### config.mk
export PLATFORM = sky130hd
export DESIGN_NAME = alv_queue
export DESIGN_NICKNAME = d
export VERILOG_FILES = /design/src/hw/rtl/alv_pkg.sv /design/src/hw/rtl/alv_queue.sv
export SDC_FILE = /design/constraint.sdc
export NUM_CORES = 1
export LEC_CHECK = 0
export BUFFER_PORTS_ARGS = -buffer_cell sky130_fd_sc_hd__buf_2
export CAP_MARGIN = 20
export CORE_ASPECT_RATIO = 1.25
export CORE_MARGIN = 1.5
export CORE_UTILIZATION = 52
export CTS_CLUSTER_SIZE = 25
export DETAILED_ROUTE_END_ITERATION = 8
export GPL_TIMING_DRIVEN = 0
export PLACE_DENSITY = 0.79
export SLEW_MARGIN = 20
export SYNTH_ARGS = -nofsm -noshare
export SYNTH_HDL_FRONTEND = slang
export SYNTH_SLANG_ARGS = --single-unit
### constraint.sdc
create_clock -name i_clk -period 13.86 [get_ports i_clk]
set_input_delay 1.386 -clock i_clk [delete_from_list [all_inputs] [get_ports i_clk]]
set_output_delay 1.386 -clock i_clk [all_outputs]
set_load 0.05 [all_outputs]
### src/hw/rtl/alv_pkg.sv
// ----------------------------------------------------------------------------
// alv_pkg: shared types and constants for the arc tessellator
// Arc descriptor, step count and the fixed-point sine coefficients.
// ----------------------------------------------------------------------------
`default_nettype none

package alv_pkg;

    // Segments per arc; must be a power of two in 1..32
    localparam int STEPS      = 32;
    localparam int STEPS_LOG2 = $clog2(STEPS);
    localparam int IDX_W      = $clog2(STEPS + 1);
    localparam int CNT_W      = $clog2(2 * STEPS);

    // Arc queue depth
    localparam int Q_DEPTH = 2;
    localparam int Q_PTR_W = $clog2(Q_DEPTH);
    localparam int Q_CNT_W = $clog2(Q_DEPTH + 1);

    // Registers between the angle and the scaled trig value
    localparam int TRIG_LAT = 6;

    // Binary angle quarter turn
    localparam logic [15:0] QUARTER   = 16'h4000;
    localparam logic [14:0] QUARTER_Z = 15'h4000;

    // Quarter-wave sine polynomial coefficients
    localparam logic [15:0] COEF_A = 16'd51472;
    localparam logic [14:0] COEF_B = 15'd21024;
    localparam logic [11:0] COEF_C = 12'd2320;

    // Rounding offset for Q15 * Q8.8 -> Q8.8
    localparam logic signed [33:0] ROUND_HALF = 34'sd16384;

    // Classified arc as it waits in the queue
    typedef struct packed {
        logic signed [15:0] cx;
        logic signed [15:0] cy;
        logic [14:0]        radius;
        logic [15:0]        start_ang;
        logic [15:0]        sweep;
    } t_arc;

endpackage

`default_nettype wire

### src/hw/rtl/alv_queue.sv
// ----------------------------------------------------------------------------
// alv_queue: arc descriptor queue
// Short FIFO between intake and vertex generation.
// ----------------------------------------------------------------------------
`default_nettype none

module alv_queue (
    input  wire logic          i_clk,
    input  wire logic          i_rst_n,
    input  wire logic          i_push,
    input  wire alv_pkg::t_arc i_arc,
    input  wire logic          i_pop,
    output alv_pkg::t_arc      o_arc,
    output logic               o_valid,
    output logic               o_full
);

    alv_pkg::t_arc                     r_mem [alv_pkg::Q_DEPTH];
    logic [alv_pkg::Q_PTR_W-1:0]       r_wr_ptr;
    logic [alv_pkg::Q_PTR_W-1:0]       r_rd_ptr;
    logic [alv_pkg::Q_CNT_W-1:0]       r_count;
    logic [alv_pkg::Q_CNT_W-1:0]       n_count;

    localparam logic [alv_pkg::Q_CNT_W-1:0] FULL_CNT = alv_pkg::Q_CNT_W'(alv_pkg::Q_DEPTH);
    localparam logic [alv_pkg::Q_PTR_W-1:0] LAST_PTR =
        alv_pkg::Q_PTR_W'(alv_pkg::Q_DEPTH - 1);

    assign o_valid = (r_count != '0);
    assign o_full  = (r_count == FULL_CNT);
    assign o_arc   = r_mem[r_rd_ptr];

    // Track occupancy
    always_comb begin
        n_count = r_count;
        if (i_push && !i_pop) begin
            n_count = r_count + 1'b1;
        end else if (i_pop && !i_push) begin
            n_count = r_count - 1'b1;
        end
    end

    // Advance pointers
    always_ff @(posedge i_clk) begin
        if (!i_rst_n) begin
            r_wr_ptr <= '0;
            r_rd_ptr <= '0;
            r_count  <= '0;
        end else begin
            r_count <= n_count;
            if (i_push) begin
                r_wr_ptr <= (r_wr_ptr == LAST_PTR) ? '0 : r_wr_ptr + 1'b1;
            end
            if (i_pop) begin
                r_rd_ptr <= (r_rd_ptr == LAST_PTR) ? '0 : r_rd_ptr + 1'b1;
            end
        end
    end

    // Store entries
    always_ff @(posedge i_clk) begin
        if (i_push) begin
            r_mem[r_wr_ptr] <= i_arc;
        end
    end

    a_no_overflow: assert property (@(posedge i_clk) disable iff (!i_rst_n)
        i_push |-> !o_full)
        else $error("arc queue written while full");

    a_no_underflow: assert property (@(posedge i_clk) disable iff (!i_rst_n)
        i_pop |-> o_valid)
        else $error("arc queue read while empty");

    a_count_step: assert property (@(posedge i_clk) disable iff (!i_rst_n)
        (i_push && !i_pop) |=> (r_count == $past(r_count) + 1'b1))
        else $error("arc queue count lost a write");

endmodule

`default_nettype wire

* Yosys cells after proc, flatten, opt, wreduce, memory -nomap -nowiden
Memories as Yosys holds them, arrays and structs flattened. A register that Yosys moved wholly into a read port is not among the register bits.
Index checks and enable logic that the tools add are counted.
** Storage, ports and cells
- Bits in writable memories :: 158
- Register bits :: 4
- Output and inout port bits :: 81
- Input bits :: 83
- Memories kept :: 1
** Operators by class
- Muxes and demuxes :: 8
- $add $sub $neg :: 4
- Reduce and logical (&&, ||, !) cells :: 6
- Eq/ne operators :: 1
** Memory list
- r_mem :: depth 2, bits a word 79, read ports 1, clocked after Yosys merged registers in 1, write ports 1, RTL line alv_queue.sv:18 : alv_pkg::t_arc r_mem [alv_pkg::Q_DEPTH];
** Operators with widths (number)
- 1-bit 2-to-1 mux :: 6
- 2-bit 2-to-1 mux :: 2
- 2-bit nonzero test :: 2
- 1-bit adder, second input constant :: 2
- 2-bit by 1-bit adder with 2-bit output, second input constant :: 1
- 2-bit == test, second input constant :: 1
- 1-bit logical AND :: 2
- 1-bit zero test :: 2
- 2-bit by 1-bit subtractor with 2-bit output, second input constant :: 1

* Longest topological paths before layout
- Depth after elaboration :: 4
- Mapped depth :: 5

* Least setup slack after synthesis
No wires, ideal clock.
- Kind :: input -> register
- Start point :: input port i_push
- End point :: memory r_mem[0][0] (netlist bit) (enable)
- Cell stages on the path :: 1
- Library setup time :: 527 ps
- Path buffers :: 0
- Data required time :: 13333 ps
- Slack :: 8461 ps
- Arrival :: 4872 ps
- Cells stage by stage :: nor2b_1
** Between the ends
- Word-level cells in the longest chain between the ends :: 2
** Ends and longest elaborated chain
- from (decl) :: RTL line alv_queue.sv:10 : input wire logic i_push,
- 1-bit 2-to-1 mux :: RTL line alv_queue.sv:61 : if (i_push) begin
- 1-bit 2-to-1 mux (implied by the code) :: RTL line alv_queue.sv:62 : r_mem[r_wr_ptr] <= i_arc;
- to (decl) :: RTL line alv_queue.sv:18
Every way passes these cells.

==> key figures <==
Run status
  – Outcome: finished with violations
  – Failing checks: DRC

Detailed routing
  – Drt total wl: 10.2 mm
  – Pre-antenna DRT Iters: 6
  – Vias: 3011
  – DRC: 12
  – ANT nets after route: 0
  – WL/cell: between 15 and 20 µm
  – DR iter-0 viols: ~170
  – Via density: around 5.0

STA
  – Hold slack: 0.512 ns
  – Maximum operating frequency: 321 MHz
  – Max transition margin: 0.698
  – Final setup fails: 0
  – Final Hold Viols: 0
  – Clk_skew: around 0.0069 ns
  – Minimum clock period: 3.12 ns
  – Max-slew violations: 0
  – Worst Max-Slew Pin Slew: 0.453 ns
  – Final Cycle Share: 0.225
  – Setup TNS Final: 0 ns
  – RSZ-0062 raised after global routing: no
  – Fin worst setup slack: between 10 and 15 ns

Floorplanning
  – Full die area: 12100 µm²
  – Die span in x: roughly 99 µm
  – Cell Rows: between 40 and 50
  – Initial Utilization: 0.535
  – Height of the die: 123 µm
  – Core Area: 11100 µm²
  – Top Ports: 164

Worst setup path
  – Startpoint types: register
  – CP required: 12.47 ns
  – Crit path arrival time: 1.73 ns
  – Worst Path Class, Setup: register to output port
  – Crit path capture type: output port
  – Critical path peak fanout: 10

Placed design
  – GP Congestion: between 0.7 and 0.8
  – Place WS: 11.15 ns
  – PortBufs: 163
  – HPWL after DPL: 6.91 mm

Clock network
  – CTS sink count: 163
  – Clk_lat worst skew: 0.41 ns
  – Clock Tree Root: clkbuf_16
  – TritonCTS Buffers: 17
  – TritonCTS clock tree: done
  – Setup repair bufs after CTS: 0
  – CTS max path bufs: 2
  – # H-tree levels: 4
  – Post-CTS Hold Buffers: 0
  – Post-CTS sizing: 0
  – Clock transition at path regs: 0.07 ns

Synth
  – Yosys cell types: 17
  – Sequential share of the synthesized area: 0.814
  – Mapped Area: 5950 µm²
  – Post-synth top area share: 0.797
  – Synthesized netlist cell count: 268
  – Post-synth net total: 352
  – Yosys top cell by area: edfxtp_1
  – Yosys warns: 0
  – Synth Register Bits: about 160
  – Synth top area cells: edfxtp_1, mux2_2, mux2_4
  – Synth Area per Inst: 22.2 µm²

Finish
  – Fin nets: 538
  – Commonest non-fill, non-tap cell in the layout: buf_2
  – Reg area: 4840 µm²
  – Filler Cell Count: 735
  – Antenna cell count: 0
  – Ratio of cells with drive above 1 in the final layout: 0.619
  – Commonest cells after routing, fill and taps aside: buf_2, edfxtp_1, mux2_2
  – Synthesis-to-finish area growth: 28.2%
  – Multi-input logic area: 1050 µm²

GRT
  – First-pass GRT wire length: 15.1 mm
  – Total track usage: 0.170
  – Pin count of the biggest net entering global routing: 51
  – Total grt overflow: 0
  – Number of global-route vias before repair: 3146
  – Initial antenna violation count: 0

Power and ir drop
  – PD cells: 161 nW/µm²
  – Overall power: ~1.2 mW
  – Worst vdd ir: 105 µV
  – Static Leak: 2.94 nW

Run
  – Max Cap Viol: 0

Worst hold path
  – HP Class: register to register
[cell families (layout without fill, tap and decap cells)]
| group | count (synthesis) | after routing | share of synthesized area |
|---|---|---|---|
| flip-flops | 163 | 163 | 0.814 |
| multiplexers | 79 | 79 | 0.156 |
| buffers and inverters | 10 | 209 | 0.0113 |
| AND/OR/NAND/NOR | 9 | 9 | 0.00946 |
| AO/OA/AOI/OAI | 3 | 3 | 0.00336 |
| XOR/XNOR | 3 | 3 | 0.00441 |
| adder cells (fa/ha/maj) | 1 | 1 | 0.00210 |
[final cells by class]
type                    count  share of cell area
flip-flops and latches    163               0.635
multi-input cells          95               0.138
repair buffers            167               0.118
clock buffers              17              0.0557
clock inverters            15              0.0223
well taps                 135              0.0221
plain buffers               9             0.00836
inverters                   1            0.000492
[synthesized netlist by cell type (all sizes together)]
cell	n
a21boi	1
and2	4
buf	9
dfxtp	5
edfxtp	158
ha	1
inv	1
mux2	79
nor2b	3
o21a	1
o21ai	1
or2	1
or3	1
xnor2	1
xor2	2
[per-stage QoR]
stage | instances | cell area (µm²) | util
detailed placement | 570 | 7040 | 0.632
global route | 602 | 7630 | 0.685
floorplan | 268 | 5950 | -
finish | 602 | 7630 | 0.685
global placement | 566 | 6940 | 0.623
CTS | 602 | 7630 | 0.685
[path summary, 6_finish.rpt]
| path | cells past startpoint | slack [ns] | endpoint | start |
|---|---|---|---|---|
| max reg2reg | 2 | 12.33 | r_mem[1][39] | r_wr_ptr |
| min reg2reg | 2 | 0.51 | r_count[1] | r_count[1] |
| min | 2 | 0.51 | r_count[1] | r_count[1] |
| max | 4 | 10.74 | o_arc[16] | register |
[routing by layer]
layer,GRT usage,vias to the layer above,part of all wire
met5,0,-,0
met4,0.0875,0,0.019
met3,0.0507,14,0.061
met2,0.300,99,0.54
met1,0.187,1468,0.38
li1,-,1430,-
[sequential cells by signal (all words and copies together) (netlist names), named ones only]
register,flops
r_count,2
r_mem,158
r_rd_ptr,1
r_wr_ptr,1
[report_power, final]
group | internal (mW) | switching (mW)
combinational | 0.0590 | 0.133
sequential | 0.569 | 0.00633
clock | 0.270 | 0.191
total | 0.898 | 0.330
[critical path: stages, from the launching register on]
cell and delay [ns]:
dfxtp_1 0.32, buf_6 0.13, buf_2 0.27, mux2_2 0.38, buf_2 0.22
(Power assumes the default switching activity.)
