`src/hw/rtl/alv_pkg.sv`:
```
// ----------------------------------------------------------------------------
// alv_pkg: shared types and constants for the arc tessellator
// Arc descriptor, step count and the fixed-point sine coefficients.
// ----------------------------------------------------------------------------
`default_nettype none

package alv_pkg;

    // Segments per arc; must be a power of two in 1..32
    localparam int STEPS      = 32;
    localparam int STEPS_LOG2 = $clog2(STEPS);
    localparam int IDX_W      = $clog2(STEPS + 1);
    localparam int CNT_W      = $clog2(2 * STEPS);

    // Arc queue depth
    localparam int Q_DEPTH = 2;
    localparam int Q_PTR_W = $clog2(Q_DEPTH);
    localparam int Q_CNT_W = $clog2(Q_DEPTH + 1);

    // Registers between the angle and the scaled trig value
    localparam int TRIG_LAT = 6;

    // Binary angle quarter turn
    localparam logic [15:0] QUARTER   = 16'h4000;
    localparam logic [14:0] QUARTER_Z = 15'h4000;

    // Quarter-wave sine polynomial coefficients
    localparam logic [15:0] COEF_A = 16'd51472;
    localparam logic [14:0] COEF_B = 15'd21024;
    localparam logic [11:0] COEF_C = 12'd2320;

    // Rounding offset for Q15 * Q8.8 -> Q8.8
    localparam logic signed [33:0] ROUND_HALF = 34'sd16384;

    // Classified arc as it waits in the queue
    typedef struct packed {
        logic signed [15:0] cx;
        logic signed [15:0] cy;
        logic [14:0]        radius;
        logic [15:0]        start_ang;
        logic [15:0]        sweep;
    } t_arc;

endpackage

`default_nettype wire

```
`src/hw/rtl/alv_front.sv`:
```
// ----------------------------------------------------------------------------
// alv_front: arc intake
// Captures one arc per transaction, folds the end angle into a sweep and
// hands the descriptor to the arc queue.
// ----------------------------------------------------------------------------
`default_nettype none

module alv_front (
    input  wire logic               i_clk,
    input  wire logic               i_rst_n,
    input  wire logic               i_start,
    output logic                    o_busy,
    input  wire logic signed [15:0] i_center_x,
    input  wire logic signed [15:0] i_center_y,
    input  wire logic [14:0]        i_radius,
    input  wire logic [15:0]        i_start_angle,
    input  wire logic [15:0]        i_end_angle,
    input  wire logic               i_q_full,
    output logic                    o_push,
    output alv_pkg::t_arc           o_arc
);

    logic          r_valid;
    alv_pkg::t_arc r_arc;
    logic          accept;

    // Drain into the queue whenever it has room
    assign o_push = r_valid && !i_q_full;
    assign o_busy = r_valid && i_q_full;
    assign accept = i_start && !o_busy;
    assign o_arc  = r_arc;

    // Hold the pending descriptor until the queue takes it
    always_ff @(posedge i_clk) begin
        if (!i_rst_n) begin
            r_valid <= 1'b0;
        end else if (accept) begin
            r_valid <= 1'b1;
        end else if (o_push) begin
            r_valid <= 1'b0;
        end
    end

    // Sweep wraps modulo one turn, so an end below the start adds a turn
    always_ff @(posedge i_clk) begin
        if (accept) begin
            r_arc.cx        <= i_center_x;
            r_arc.cy        <= i_center_y;
            r_arc.radius    <= i_radius;
            r_arc.start_ang <= i_start_angle;
            r_arc.sweep     <= 16'(i_end_angle - i_start_angle);
        end
    end

endmodule

`default_nettype wire

```
`config.mk`:
```
export PLATFORM = sky130hd
export DESIGN_NAME = alv_front
export DESIGN_NICKNAME = d
export VERILOG_FILES = /design/src/hw/rtl/alv_pkg.sv /design/src/hw/rtl/alv_front.sv
export SDC_FILE = /design/constraint.sdc
export NUM_CORES = 1
export LEC_CHECK = 0
export BUFFER_PORTS_ARGS = -buffer_cell sky130_fd_sc_hd__buf_2
export CAP_MARGIN = 5
export CELL_PAD_IN_SITES_DETAIL_PLACEMENT = 2
export CELL_PAD_IN_SITES_GLOBAL_PLACEMENT = 2
export CORE_MARGIN = 5
export CORE_UTILIZATION = 31
export CTS_CLUSTER_DIAMETER = 120
export CTS_CLUSTER_SIZE = 25
export DETAILED_ROUTE_END_ITERATION = 10
export PLACE_DENSITY_LB_ADDON = 0.1
export SLEW_MARGIN = 15
export SYNTH_ARGS = -nofsm -noshare
export SYNTH_HDL_FRONTEND = slang
export SYNTH_SLANG_ARGS = --single-unit
```
`constraint.sdc`:
```
create_clock -name i_clk -period 11.28 [get_ports i_clk]
set_clock_uncertainty 0.2 [all_clocks]
set_input_delay 2.256 -clock i_clk [delete_from_list [all_inputs] [get_ports i_clk]]
set_output_delay 2.256 -clock i_clk [all_outputs]
set_load 0.03 [all_outputs]
```
**Word-level counts from Yosys, hierarchy flattened**

Index checks and enable logic that the tools add are counted.

- Register bits after elaboration: 80
- Input bits: 83
- Output and inout bits: 81

- Add/subtract/negate cells: 1
- Mux-type cells: 2
- Reductions and logical operators: 6

Operators with widths:

| operator | count |
|---|---|
| $sub 16x16->16 | 1 |
| $logic_and 1x1->1 | 3 |
| $logic_not 1->1 | 2 |
| $mux 1 | 2 |
| $reduce_bool 2->1 | 1 |

**Logic depth before layout (Yosys ltp)**

- Word-level depth: 4
- Mapped depth: 8
- Gate-level depth less buffers: 8

**Worst setup path after synthesis**

OpenSTA, ideal clock, no wires.

- Path type: input-to-reg
- Start point: in i_q_full
- End point: reg r_arc (netlist bit o_arc[0]), enable pin
- Library setup time: 0.525 ns
- Arrival time: 6.051 ns
- Path slack: 4.505 ns
- Stages: 2
- Path buffers: 0
- Cell sequence: and2_1 > nor2b_1

- Longest elaborated chain between the ends: 3

Ends and longest elaborated chain:

| item | line | text |
|---|---|---|
| start: declaration | alv_front.sv:18 | `input wire logic i_q_full,` |
| $logic_and 1x1->1 | alv_front.sv:29 | `assign o_busy = r_valid && i_q_full;` |
| $logic_not 1->1 | alv_front.sv:30 | `assign accept = i_start && !o_busy;` |
| $logic_and 1x1->1 | alv_front.sv:30 |  |
| named net accept | alv_front.sv:25 | `logic accept;` |
| end: declaration | alv_front.sv:24 | `alv_pkg::t_arc r_arc;` |

The timed path passes the listed nets, and every way through them passes these cells.
A chain may end at the register's enable or synchronous reset.

**Worst setup path after layout**

- Start point: in i_q_full
- End point: out o_busy

- Longest elaborated chain between the ends: 1

Ends and longest elaborated chain:

| item | line | text |
|---|---|---|
| $logic_and 1x1->1 | alv_front.sv:29 |  |
| end: declaration | alv_front.sv:12 | `output logic o_busy,` |

No other way between the ends.

==> results.py <==
metrics = {
    "grt": {
        "antenna_found_initial": 0,
        "first_global_vias": 2673,
        "grt_overflow": 0,
        "grt_max_degree": 80,
        "grtUsageTotal_pct": 15.49,
        "grt_pass1_wl_mm": 15.04,
    },
    "placed_design": {
        "numPlacedInstances": 516,
        "gp_congestion": 0.7175,
        "dp_hpwl_mm": 7.793,
        "portBuffers": 163,
    },
    "pwr": {
        "leakage_nw": 1.995,
        "p_per_area_nw_per_um2": 158.8,
        "switching_power_w": 0.0002125,
        "p_comb_share_pct": 19.4,
        "peakVddDrop_v": 0.00006168,
        "swShare_pct": 29.70,
        "seqPwrFrac_pct": 50.2,
        "clock_power_share_pct": 30.3,
        "p_int_w": 0.0005030,
    },
    "finish": {
        "finalNetCount": 490,
        "regArea_um2": 2392,
        "synthToLayoutAreaGrowth_pct": 35.22,
        "utilization_pct": 43.26,
        "fillCellCount": 1086,
        "layout-drive-gt1-share_pct": 46.21,
        "final_cells": 532,
        "n_antenna_cell": 0,
        "multi_input_area_um2": 849.6,
    },
    "die": {
        "dieArea_um2": 12920,
        "die_h_um": 113.7,
        "core_um2": 10420,
        "num_io_pins": 164,
        "initial_core_util_pct": 31.99,
        "die_width_um": 113.7,
        "num_rows": 37,
    },
    "sta": {
        "fin_crit_ns": 5.236,
        "fin_setup_tns_ns": 0,
        "drv_slew": 0,
        "fin_crit_sh_pct": 46.42,
        "slew_headroom_pct": 32.62,
        "setup_viol": 0,
        "hold_viol": 0,
        "timing.hold.ws_ns": 0.4870,
        "grt_setup_unrepaired": "false",
        "max_freq_mhz": 191.0,
        "worstMarginPinSlew_ns": 1.011,
    },
    "synthesis": {
        "syn_nets": 317,
        "yosysUniqueCellTypes": 40,
        "async_flop_share_pct": 0,
        "ys_seq_elements": 80,
        "synth_area_per_cell_um2": 15.28,
        "yosys_warnings": 0,
        "synth_edf_count": 79,
        "synth_top_area_cell": "edfxtp_1",
        "synth.most_common_cell": "edfxtp_1",
        "synth_area_leaders": "edfxtp_1, ha_1, inv_1, xnor2_1, a21oi_1",
        "netlist_area_um2": 3332,
        "ys.flop_type": "edfxtp_1",
        "synthCells": 218,
        "synth_commonest_cells": "edfxtp_1, inv_1, ha_1",
        "yosysSeqAreaShare_pct": 71.80,
        "yosysTopAreaCellShare_pct": 71.20,
    },
    "setup_path": {
        "cp_data_arrival_time_ns": 2.78,
        "critPathMaxStageDelay_ns": 0.23,
        "worstRegToRegCells": 3,
        "cp_slowest_cell": "buf_2",
        "crit_fanout": 3,
        "cp.depth": 3,
        "critical_path_class": "in -> out",
        "critical-path-top-delay-family": "buffers and inverters",
        "crit_path_cell_trace": "buf_2, and2_1, buf_2",
        "critical_path_buf_inv_count": 2,
        "crit_top_cell": "buf_2",
        "end_kind": "output pin",
        "cp.required_ns": 8.82,
        "critical_path.startpoint_type": "input port",
    },
    "clocking": {
        "cts.repair.resized": 0,
        "insertion_delay_ns": 0.35,
        "clockRootBuffer": "clkbuf_8",
        "cts_made_buffers": 9,
        "cts_htree_levels": 3,
        "cts_num_sinks": 80,
        "cts_setup_buffers": 0,
        "clk_path_buf_depth": 2,
        "cts_hold_buf": 0,
        "tritoncts": "yes",
        "clkTransAtPathRegs_ns": 0.09,
    },
    "detailed_routing": {
        "wirelength_mm": 10.04,
        "postRouteAntennaNets": 0,
        "vias": 2482,
        "drt_iter0_drc": 113,
        "remaining_drc_errors": 0,
        "firstDrtPassIters": 4,
        "via_per_inst": 4.665,
        "wl_per_cell_um": 18.86,
    },
    "min_path": {
        "hold_path_class": "reg -> reg",
        "whs_path_depth": 2,
    },
    "outcome": {
        "status": "finished, final reports clean",
    },
    "flow_run": {
        "cap_violations": 0,
    },
}
sequential cells by signal, indices dropped and copies added, names as in the netlist:
| name | cells |
|---|---|
| o_arc | 79 |
| r_valid | 1 |
routing by layer:
layer	GRT usage, %	wire length, µm
met5	0	0
met4	4.968	165
met3	4.562	726
met2	28.43	5316
met1	17.09	3828
logic make-up after synthesis:
kind of cell	synth area share (%)
AO/OA/AOI/OAI	9.276
XOR/XNOR	2.629
adder cells (fa/ha/maj)	6.234
buffers and inverters	2.929
flip-flops	71.80
AND/OR/NAND/NOR	7.135
layout by cell type, fill, tap and decap left out, types with 3 or more instances in the layout:
master | Yosys | final
nand2_1 | 10 | 10
edfxtp_1 | 79 | 79
inv_1 | 20 | 20
xnor2_1 | 7 | 7
a21oi_1 | 12 | 12
clkbuf_8 | 0 | 9
o2111ai_1 | 3 | 3
nor2b_1 | 6 | 5
buf_2 | 0 | 163
nor2_1 | 10 | 10
ha_1 | 15 | 15
nand3_1 | 3 | 3
a21o_1 | 3 | 3
nor3_1 | 4 | 4
o21a_1 | 4 | 4
xor2_1 | 3 | 3
o21ai_0 | 4 | 4
and2_1 | 4 | 4
power by group through the flow:
| stage | sequential [W] | clock (W) | combinational [W] |
|---|---|---|---|
| floorplan | 0.000410 | 0 | 0.0000478 |
| global placement | 0.000365 | 0 | 0.000137 |
| global route | 0.000362 | 0.000238 | 0.000151 |
| finish | 0.000359 | 0.000217 | 0.000139 |
| CTS | 0.000360 | 0.000224 | 0.000142 |
| detailed placement | 0.000367 | 0 | 0.000141 |
tightest hold or removal path: cells and delay by family, from the launching register on:
family          cells  cell delay (ns)
flops               1             0.34
simple gates        1             0.20
compound gates      1             0.12
path summary, 6_finish.rpt:
path                        start                    to  slack [ns]
min reg2reg  r_valid$_SDFFE_PN0P_  r_valid$_SDFFE_PN0P_        0.49
max reg2reg  r_valid$_SDFFE_PN0P_   o_arc[69]$_DFFE_PP_        9.28
min          r_valid$_SDFFE_PN0P_  r_valid$_SDFFE_PN0P_        0.49
max                      i_q_full                o_busy        6.04
area by class of cell:
type	instances	area share, %
clock buffers	10	2.833
multi-input cells	116	18.86
flip-flops and latches	80	53.10
inverters	20	1.666
well taps	136	3.777
clock inverters	6	1.500
repair buffers	164	18.27
metrics by stage:
stage	setup WS (ns)	total power, W	area, µm²
detailed placement	6.042	0.0005076	4310
floorplan	4.505	0.0004582	3332
global placement	6.069	0.0005025	4310
global route	6.025	0.0007512	4506
finish	6.044	0.0007155	4506
CTS	6.043	0.0007262	4506
Note: power is estimated with default switching activity, not from simulation.
